`src/hdl/pag_pkg.sv`:
```
`timescale 1ns / 1ps

package pag_pkg;

  // field widths
  localparam int unsigned SUM_W   = 26;
  localparam int unsigned LEVEL_W = 8;
  localparam int unsigned SPP_W   = 11;

  // fixed-point format and divisor limit
  localparam int unsigned MAX_SAMPLES = 1024;
  localparam int unsigned FRAC_BITS   = 16;

  // scaling of the mean to 16 fractional bits ahead of the root
  localparam int unsigned ROOT_FRAC  = 2 * LEVEL_W;
  localparam int unsigned SHIFT_UP   = (FRAC_BITS < ROOT_FRAC) ? ROOT_FRAC - FRAC_BITS : 0;
  localparam int unsigned SHIFT_DOWN = (FRAC_BITS > ROOT_FRAC) ? FRAC_BITS - ROOT_FRAC : 0;
  localparam int unsigned MEAN_W     = SUM_W + SHIFT_UP;

  // pipeline shape: two quotient bits and two root bits per stage
  localparam int unsigned DIV_STAGES  = (SUM_W + 1) / 2;
  localparam int unsigned SQRT_STAGES = LEVEL_W / 2;
  localparam int unsigned LATENCY     = 1 + DIV_STAGES + SQRT_STAGES;

  typedef struct packed {
    logic [SUM_W-1:0] red_sum;
    logic [SUM_W-1:0] green_sum;
    logic [SUM_W-1:0] blue_sum;
  } pix_sum_t;

  typedef struct packed {
    logic [LEVEL_W-1:0] red_level;
    logic [LEVEL_W-1:0] green_level;
    logic [LEVEL_W-1:0] blue_level;
  } pix_level_t;

endpackage

```
`src/hdl/pag_chan.sv`:
```
`timescale 1ns / 1ps

module pag_chan #(
  parameter int unsigned FRAC_BITS = pag_pkg::FRAC_BITS
) (
  input  logic                         clk_i,
  input  logic [pag_pkg::SUM_W-1:0]    sum_i,
  input  logic [pag_pkg::SPP_W-1:0]    div_i,
  output logic [pag_pkg::LEVEL_W-1:0]  level_o
);

  localparam int unsigned SW  = pag_pkg::SUM_W;
  localparam int unsigned DW  = pag_pkg::SPP_W;
  localparam int unsigned LW  = pag_pkg::LEVEL_W;
  localparam int unsigned VW  = 2 * LW;
  localparam int unsigned RW  = LW + 2;
  localparam int unsigned NDS = pag_pkg::DIV_STAGES;
  localparam int unsigned NSS = pag_pkg::SQRT_STAGES;

  // scaling of the mean to 16 fractional bits ahead of the root
  localparam int unsigned SHIFT_UP   = (FRAC_BITS < VW) ? VW - FRAC_BITS : 0;
  localparam int unsigned SHIFT_DOWN = (FRAC_BITS > VW) ? FRAC_BITS - VW : 0;
  localparam int unsigned MW         = SW + SHIFT_UP;

  typedef struct packed {
    logic [DW-1:0] rem;
    logic [SW-1:0] w;
  } div_st_t;

  typedef struct packed {
    logic [RW-1:0] rem;
    logic [LW-1:0] root;
    logic [VW-1:0] v;
  } sqrt_st_t;

  // one restoring division step: bring in the next dividend bit, shift in a quotient bit
  function automatic div_st_t div_step(div_st_t s, logic [DW-1:0] dv);
    logic [DW:0] t;
    div_st_t     r;
    t   = {s.rem, s.w[SW-1]};
    r.w = {s.w[SW-2:0], 1'b0};
    if (t >= {1'b0, dv}) begin
      t      = t - {1'b0, dv};
      r.w[0] = 1'b1;
    end
    r.rem = t[DW-1:0];
    return r;
  endfunction

  // one digit-by-digit square root step on two radicand bits
  function automatic sqrt_st_t sqrt_step(sqrt_st_t s);
    logic [RW+1:0] t;
    logic [RW+1:0] trial;
    sqrt_st_t      r;
    t     = {s.rem, s.v[VW-1:VW-2]};
    trial = {2'b00, s.root, 2'b01};
    r.v   = {s.v[VW-3:0], 2'b00};
    if (t >= trial) begin
      t      = t - trial;
      r.root = {s.root[LW-2:0], 1'b1};
    end else begin
      r.root = {s.root[LW-2:0], 1'b0};
    end
    r.rem = t[RW-1:0];
    return r;
  endfunction

  div_st_t       div_q [NDS+1];
  logic [DW-1:0] dv_q  [NDS+1];
  sqrt_st_t      sq_q  [NSS];
  logic          sat_q [NSS];

  // input capture
  always_ff @(posedge clk_i) begin
    div_q[0].rem <= '0;
    div_q[0].w   <= sum_i;
    dv_q[0]      <= div_i;
  end

  // divider stages
  for (genvar k = 1; k <= NDS; k++) begin : g_div
    div_st_t step_a;
    div_st_t step_b;

    assign step_a = div_step(div_q[k-1], dv_q[k-1]);
    assign step_b = div_step(step_a, dv_q[k-1]);

    always_ff @(posedge clk_i) begin
      div_q[k] <= step_b;
      dv_q[k]  <= dv_q[k-1];
    end
  end

  // rescale the mean to 16 fractional bits and flag a root of 256 or more
  logic [MW-1:0] mean_w;
  logic          mean_sat;
  sqrt_st_t      sq_in;

  assign mean_w   = (MW'(div_q[NDS].w) << SHIFT_UP) >> SHIFT_DOWN;
  assign mean_sat = |mean_w[MW-1:VW];
  assign sq_in    = '{rem: '0, root: '0, v: mean_w[VW-1:0]};

  // square root stages
  for (genvar j = 0; j < NSS; j++) begin : g_sqrt
    sqrt_st_t src;
    sqrt_st_t step_a;
    sqrt_st_t step_b;
    logic     sat_src;

    if (j == 0) begin : g_first
      assign src     = sq_in;
      assign sat_src = mean_sat;
    end else begin : g_next
      assign src     = sq_q[j-1];
      assign sat_src = sat_q[j-1];
    end

    assign step_a = sqrt_step(src);
    assign step_b = sqrt_step(step_a);

    always_ff @(posedge clk_i) begin
      sq_q[j]  <= step_b;
      sat_q[j] <= sat_src;
    end
  end

  // saturate bright channels at full scale
  assign level_o = sat_q[NSS-1] ? {LW{1'b1}} : sq_q[NSS-1].root;

endmodule

```
`src/hdl/pixel_average_gamma_quantize_unit.sv`:
```
`timescale 1ns / 1ps
// a transaction's result passes the input register, divider and root stages to done_o
// throughput: one pixel per cycle; busy is always low and the receiver cannot stall
// depth is set by the restoring divider (two quotient bits per stage, 13 stages)
// plus four square root stages (two root bits per stage) and one input register
// reset clears the valid pipeline and sets the sample count to 1
module pixel_average_gamma_quantize_unit #(
  parameter int unsigned MAX_SAMPLES = pag_pkg::MAX_SAMPLES,
  parameter int unsigned FRAC_BITS   = pag_pkg::FRAC_BITS
) (
  input  logic                        clk_i,
  input  logic                        rst_ni,
  input  logic                        start,
  output logic                        busy,
  input  pag_pkg::pix_sum_t           sums_i,
  output logic                        done_o,
  output pag_pkg::pix_level_t         levels_o,
  input  logic                        cfg_valid_i,
  output logic                        cfg_ready_o,
  input  logic [pag_pkg::SPP_W-1:0]   cfg_data_i
);

  localparam int unsigned DW  = pag_pkg::SPP_W;
  localparam int unsigned LAT = pag_pkg::LATENCY;

  logic [DW-1:0]  spp_q;
  logic [DW-1:0]  div_eff;
  logic [LAT-1:0] vld_q;
  logic           accept;

  assign busy        = 1'b0;
  assign cfg_ready_o = 1'b1;
  assign accept      = start && !busy;

  // sample count register
  always_ff @(posedge clk_i or negedge rst_ni) begin
    if (!rst_ni) begin
      spp_q <= DW'(1);
    end else if (cfg_valid_i && cfg_ready_o) begin
      spp_q <= cfg_data_i;
    end
  end

  // effective divisor: zero counts as one, large counts clamp
  always_comb begin
    if (spp_q == '0) begin
      div_eff = DW'(1);
    end else if (32'(spp_q) > MAX_SAMPLES) begin
      div_eff = DW'(MAX_SAMPLES);
    end else begin
      div_eff = spp_q;
    end
  end

  // valid bits travel alongside the channel pipelines
  always_ff @(posedge clk_i or negedge rst_ni) begin
    if (!rst_ni) begin
      vld_q <= '0;
    end else begin
      vld_q <= {vld_q[LAT-2:0], accept};
    end
  end

  assign done_o = vld_q[LAT-1];

  // channel datapaths
  pag_chan #(
    .FRAC_BITS (FRAC_BITS)
  ) u_red (
    .clk_i   (clk_i),
    .sum_i   (sums_i.red_sum),
    .div_i   (div_eff),
    .level_o (levels_o.red_level)
  );

  pag_chan #(
    .FRAC_BITS (FRAC_BITS)
  ) u_green (
    .clk_i   (clk_i),
    .sum_i   (sums_i.green_sum),
    .div_i   (div_eff),
    .level_o (levels_o.green_level)
  );

  pag_chan #(
    .FRAC_BITS (FRAC_BITS)
  ) u_blue (
    .clk_i   (clk_i),
    .sum_i   (sums_i.blue_sum),
    .div_i   (div_eff),
    .level_o (levels_o.blue_level)
  );

  // every result traces back to a transaction accepted at the head of the valid pipeline
  a_done_latency: assert property (@(posedge clk_i) disable iff (!rst_ni)
    done_o |-> $past(accept, LAT))
    else $error("result without matching transaction");

  // divisor always in the legal range
  a_div_range: assert property (@(posedge clk_i) disable iff (!rst_ni)
    div_eff != '0 && 32'(div_eff) <= MAX_SAMPLES)
    else $error("effective divisor out of range");

  // a written sample count takes effect at the next edge
  a_cfg_write: assert property (@(posedge clk_i) disable iff (!rst_ni)
    (cfg_valid_i && cfg_ready_o) |=> spp_q == $past(cfg_data_i))
    else $error("sample count write lost");

  // a black channel stays black through divider and root
  a_zero_red: assert property (@(posedge clk_i) disable iff (!rst_ni)
    (done_o && $past(accept && sums_i.red_sum == '0, LAT)) |-> levels_o.red_level == '0)
    else $error("zero red sum gave nonzero level");

endmodule

```
`config.mk`:
```
export PLATFORM = sky130hd
export DESIGN_NAME = pixel_average_gamma_quantize_unit
export DESIGN_NICKNAME = d
export VERILOG_FILES = /design/src/hdl/pag_pkg.sv /design/src/hdl/pag_chan.sv /design/src/hdl/pixel_average_gamma_quantize_unit.sv
export SDC_FILE = /design/constraint.sdc
export NUM_CORES = 2
export LEC_CHECK = 0
export BUFFER_PORTS_ARGS = -buffer_cell sky130_fd_sc_hd__clkbuf_2
export CAP_MARGIN = 20
export CORE_MARGIN = 2
export CORE_UTILIZATION = 40
export DETAILED_ROUTE_END_ITERATION = 10
export PLACE_DENSITY = 0.55
export SYNTH_ARGS = -nofsm -noshare
export SYNTH_HDL_FRONTEND = slang
export SYNTH_SLANG_ARGS = --single-unit
```
`constraint.sdc`:
```
create_clock -name clk_i -period 14.6 [get_ports clk_i]
set_input_delay 0.73 -clock clk_i [delete_from_list [all_inputs] [get_ports clk_i]]
set_output_delay 0.73 -clock clk_i [all_outputs]
set_load 0.02 [all_outputs]
```
=== After elaboration in Yosys (flattened, before gate mapping) ===
Memory sizes are Yosys's and may differ from the RTL's.
Cells that the tools add are included.

* Bits in registers: 29
* Bits in latches: 0
* Memory bits (writable): 2388
* Memory bits (read-only): 0
* Input port bits: 93
* Output and inout bits: 27
* Word-level logic and storage cells: 432
* Memories: 12

{| class="wikitable"
|+ Memory list
! memory !! depth !! bits a word !! rd ports !! clocked after memory_dff !! write ports !! RTL line !! source
|-
| u_blue.div_q || 14 || 37 || 14 || 0 || 14 || pag_chan.sv:68 || <nowiki>div_st_t div_q [NDS+1];</nowiki>
|-
| u_green.div_q || 14 || 37 || 14 || 0 || 14 || pag_chan.sv:68 ||
|-
| u_red.div_q || 14 || 37 || 14 || 0 || 14 || pag_chan.sv:68 ||
|-
| u_blue.dv_q || 14 || 11 || 13 || 0 || 14 || pag_chan.sv:69 || <nowiki>logic [DW-1:0] dv_q [NDS+1];</nowiki>
|-
| u_green.dv_q || 14 || 11 || 13 || 0 || 14 || pag_chan.sv:69 ||
|-
| u_red.dv_q || 14 || 11 || 13 || 0 || 14 || pag_chan.sv:69 ||
|-
| +6 memories || - || - || - || - || - || - ||
|}

* Add/sub/neg operators: 102
* Multiply operators: 0
* Divide/modulo/power cells: 0
* $lt $le $gt $ge: 103
* Equality and inequality tests: 0
* Shift-type cells: 0
* Multiplexer cells: 209
* Bitwise logic cells: 0
* Reductions and logical operators: 4

{| class="wikitable"
|+ Operators with widths
! cell !! count
|-
| 12-bit by 11-bit >= comparator with 1-bit output || 78
|-
| 11-bit 2-to-1 mux || 80
|-
| 11-bit subtractor || 78
|-
| 10-bit 2-to-1 mux || 24
|-
| 12-bit by 10-bit >= comparator with 1-bit output || 18
|-
| 10-bit subtractor || 18
|-
| 1-bit 2-to-1 mux || 102
|-
| 12-bit by 3-bit >= comparator with 1-bit output || 3
|-
| 10-bit OR reduction || 3
|-
| 10-bit by 3-bit subtractor with 10-bit output || 3
|-
| 8-bit 2-to-1 mux || 3
|-
| 11-bit > comparator (second input constant) || 1
|-
| 11-bit zero test || 1
|-
| 2-bit by 1-bit subtractor with 3-bit output (second input constant) || 3
|-
| 2-bit by 1-bit >= comparator with 1-bit output (second input constant) || 3
|}

=== Longest topological paths before layout ===
An unclocked memory read counts as a cell.

* Depth in word-level cells: 5
* Gate-level depth with buffers: 24
* Depth with buffers taken out: 23

=== Modules after synthesis ===
Synthesis repeated with hierarchy kept, for this count alone.

* Cell total of the unflattened synthesis: 9727
* Area, all modules: 97727.5 um^2

{| class="wikitable"
|+ Modules (own cells, without submodules)
! module !! instances !! cells an instance !! area an instance (um^2) !! seq. area each (um^2)
|-
| pag_chan (u_green) || 1 || 3179 || 32762.7 || 14293.7
|-
| pag_chan (u_blue) || 1 || 3270 || 32129.6 || 14293.7
|-
| pag_chan (u_red) || 1 || 3216 || 31825.5 || 14293.7
|-
| pixel_average_gamma_quantize_unit || 1 || 62 || 1009.7 || 726.9
|}

=== Worst setup path before layout ===
No wires, ideal clock.

* Path kind: reg-to-reg
* Start point: memory u_green.dv_q[0][77] (netlist name)
* End point: memory u_green.div_q[1][30] (netlist name)
* Setup time: 121 ps
* Data arrival time: 4640 ps
* Data required time: 14479 ps
* Path slack: 9840 ps
* Stages on the path, launching flop included: 21
* Buffers on the path: 2
* Clock period less this slack: 4760 ps
* Cell sequence: dfxtp_1 > ha_1 > fa_1 > nor2b_1 > o21ai_1 > a31oi_1 > o21ai_0 > a21oi_1 > clkbuf_1 > o21ai_0 > fa_1 > nor2b_1 > o21ai_0 > a21boi_0 > o21ai_0 > a21oi_1 > o21ai_0 > a21oi_1 > a211o_1 > clkbuf_1 > mux2_2

{| class="wikitable"
|+ RTL lines
! what !! RTL line
|-
| from (decl) || pag_chan.sv:69
|-
| to (decl) || pag_chan.sv:68
|}

==> reports/qor.txt <==
Outcome - completed
IO buf count - 117
Starting Density - 40.25%
Average wire per standard cell - 16.35 µm
Root Buffer - clkbuf_16
CTS buffer count - 193
Final Cycle Share - 38.28%
Clock transition at path regs - 0.06 ns
Post-DRT Antenna Nets - 0
GR Util met1 - 22.45%
Max Transition Viols Final - 0
Setup TNS Final - 0 ns
Area share of the largest cell type after synthesis - 42.51%
Num ports - 120
Global-route wire length before repair - 321.1 mm
Worst setup EP type - flip-flop
Crit-path max FO - 15
Nets - 10,440
DRT Pass-1 Iters - 6
Antenna violations before repair - 8
Core Util, Final - 45.73%
M2 GR Usage - 30.74%
Syn avg cell area - 9.724 µm²
Cell with the most instances after synthesis - dfxtp_1
Area delta synth->final - 13.62%
Gr usage total - 17.74%
Largest net degree at the start of global routing - 30
EDFF count, synth - 0
Sequential fraction of the synthesis area - 43.34%
R2r startpoint - u_green.dv_q[0][56]
R2r endpoint - u_blue.div_q[1][107]
Critical path required time - 15.31 ns
Final Setup Violations - 0
Post-synth ARST share - 1.537%
Post-synthesis cell type count - 97
Tmin final - 5.588 ns
Syn. warnings - 0
Longest Clk Path Bufs - 3
CTS tree - yes
# rows - 171
Die Wd - 471.7 µm
Vias in the first global route - 62,110
Syn_nets - 10,110
Setup CP Type - reg -> reg
Busiest grt layer - met2
# placed instances - 11,900
Remaining DRCs - 0
Final Wtd Congestion - 0.8946
Max_cap viols - 0
Slew margin rel. - 29.56%
FF+latch count, synth - 1,887
Hold endpoint - spp_q[3]
Netlist Area Pre-Place - 87,500 µm²
Reg2reg path depth - 17
Post_cts resized - 0
Met3 Use GR - 2.429%
Startpoint Class - flip-flop
Finished Layout Cells - 12,350
Slew at the pin closest to its max-slew limit - 1.030 ns
Reg2reg setup slack - 9.01 ns
Upper clock frequency limit - 0.1789 GHz
Top cells by count, synth - dfxtp_1, ha_1, inv_1
Remaining Overflow, GRT - 0
Crit path DAT - 6.30 ns
Vias - 62,900
Hpwl dp - 156.8 mm
Dominant cell type by area after synthesis - dfxtp_1
Final hold vios - 0
Hold Startpoint - cfg_data_i[3]
DRT iter0 DRCs - 3,409
Synth area leaders - dfxtp_1, ha_1, mux2_2
Drt total wl - 201.9 mm
Die Ht - 471.7 µm
Hold Slack - 0.1244 ns
RSZ-0062 raised after global routing - no
Total Die Area - 222,500 µm²
CTS Sinks - 1,887
Layout cells sized above 1 - 10.61%
H-tree depth - 4
Mapped Cells - 8,998
Fill count - 20,490
Clock Latency Late Sink - 0.85 ns
Post-DR vias/cell - 5.094
Core footprint - 217,400 µm²
Primary FF master, synth - dfxtp_1
Hold Path Cell Cnt - 2
Hold Path Class - in -> reg
Clk_skew - 0.05634 ns
[registers in the layout (all words and copies together), names as in the netlist]
signal / flops
spp_q: 11
u_blue.div_q: 496
u_blue.dv_q: 54
u_blue.sat_q: 4
u_blue.sq_q: 71
u_green.div_q: 496
u_green.dv_q: 88
u_green.sat_q: 4
u_green.sq_q: 72
u_red.div_q: 496
u_red.dv_q: 1
u_red.sat_q: 4
u_red.sq_q: 72
vld_q: 18
[final cells by class]
type                            count  area (µm²)  share of cell area [%]
Clock inverter                    103        1553                   1.562
Antenna cell                        1       2.502                0.002517
Clock buffer                      258        5494                   5.527
Inverter                          762        2863                   2.880
Timing Repair Buffer              237        1688                   1.698
Sequential cell                  1887       37920                   38.15
Multi-Input combinational cell   6246       46320                   46.59
Tap cell                         2854        3571                   3.592
[logic make-up after synthesis]
| logic type | share of synthesized area (%) |
|---|---|
| muxes | 4.979 |
| xor gates and xnor gates | 5.184 |
| and+or+nand+nor | 12.20 |
| adders and majority gates | 15.25 |
| other | 0.008583 |
| DFF | 43.34 |
| buffers and inverters | 3.765 |
| AOI/OAI and AO/OA | 15.28 |
[how the worst max path moves through the flow]
stage / to / cells past startpoint / slack, ns / start
after floorplan: u_green.div_q[1][30] / 20 / 9.84 / u_green.dv_q[0][77]
after global placement: u_red.div_q[0][143] / 20 / 8.87 / u_green.dv_q[0][23]
after detailed placement: u_red.div_q[0][143] / 20 / 8.86 / u_green.dv_q[0][23]
after CTS: u_red.div_q[0][143] / 20 / 8.77 / u_green.dv_q[0][23]
after global routing: u_blue.div_q[1][109] / 17 / 8.39 / u_green.dv_q[0][56]
final: u_blue.div_q[1][107] / 17 / 9.01 / u_green.dv_q[0][56]
[layout by cell type, fill, tap and decap left out, types with 39 or more instances in the layout]
cell type      netlist  final
nor3_1             152    152
mux2i_1             90     90
nand3_1             95     95
a211oi_1            76     75
a21o_1             237    237
nor3b_1             39     39
fa_1                72     72
nand2b_1            85     85
mux2_2             293    293
a31oi_1             60     60
a21oi_1            631    631
or3_1               43     43
a2111oi_0           40     39
inv_1              728    728
dfxtp_1           1858   1858
nor2b_1            226    226
o21bai_1            39     39
nand2_1            550    550
xor2_1             162    162
a21boi_0           112    112
o21ai_0            531    531
nor2_1             563    563
ha_1               951    951
nor4_1              68     65
o31ai_1            134    134
clkbuf_16            0    193
clkbuf_2             0    117
or2_2              111    111
o21ai_1             39     39
o21a_1              51     51
dlygate4sd3_1        0     80
nand4_1            161    161
clkbuf_8             1     42
xnor2_1            354    354
[critical path, stage by stage, from the launching register on]
cell and delay, ns:
dfxtp_1 0.64, inv_1 0.29, ha_1 0.37, nand4_1 0.11, a31oi_1 0.22, o21ai_0 0.11, a21oi_1 0.81, o21ai_0 0.36
fa_1 0.52, nor2b_1 0.12, o21ai_0 0.10, a21boi_0 0.27, o21ai_0 0.14, a21oi_1 0.27, o21ai_0 0.16, a21oi_1 0.14
a211o_1 0.44, mux2_2 0.40
[per-stage QoR]
step	setup slack (ns)	area, µm²
global route	8.393	99410
finish	9.012	99410
global placement	8.873	91540
floorplan	9.840	87500
CTS	8.767	99380
detailed placement	8.863	91540
[metal layers]
layer,part of all wire [%],routed length [µm],up-vias
li1,-,-,32250
met3,3.5,7054,327
met2,47,95390,992
met5,0,0,-
met4,3.4,6898,0
met1,46,92540,29330
[repair_timing]
action	in CTS	in global routing
hold endpoints to repair	107	0
buffers inserted	0	0
hold buffers	80	0
Power is left out: the tool's default activity adds up to more than one toggle a clock period on the data nets, which glitch-free logic cannot reach.
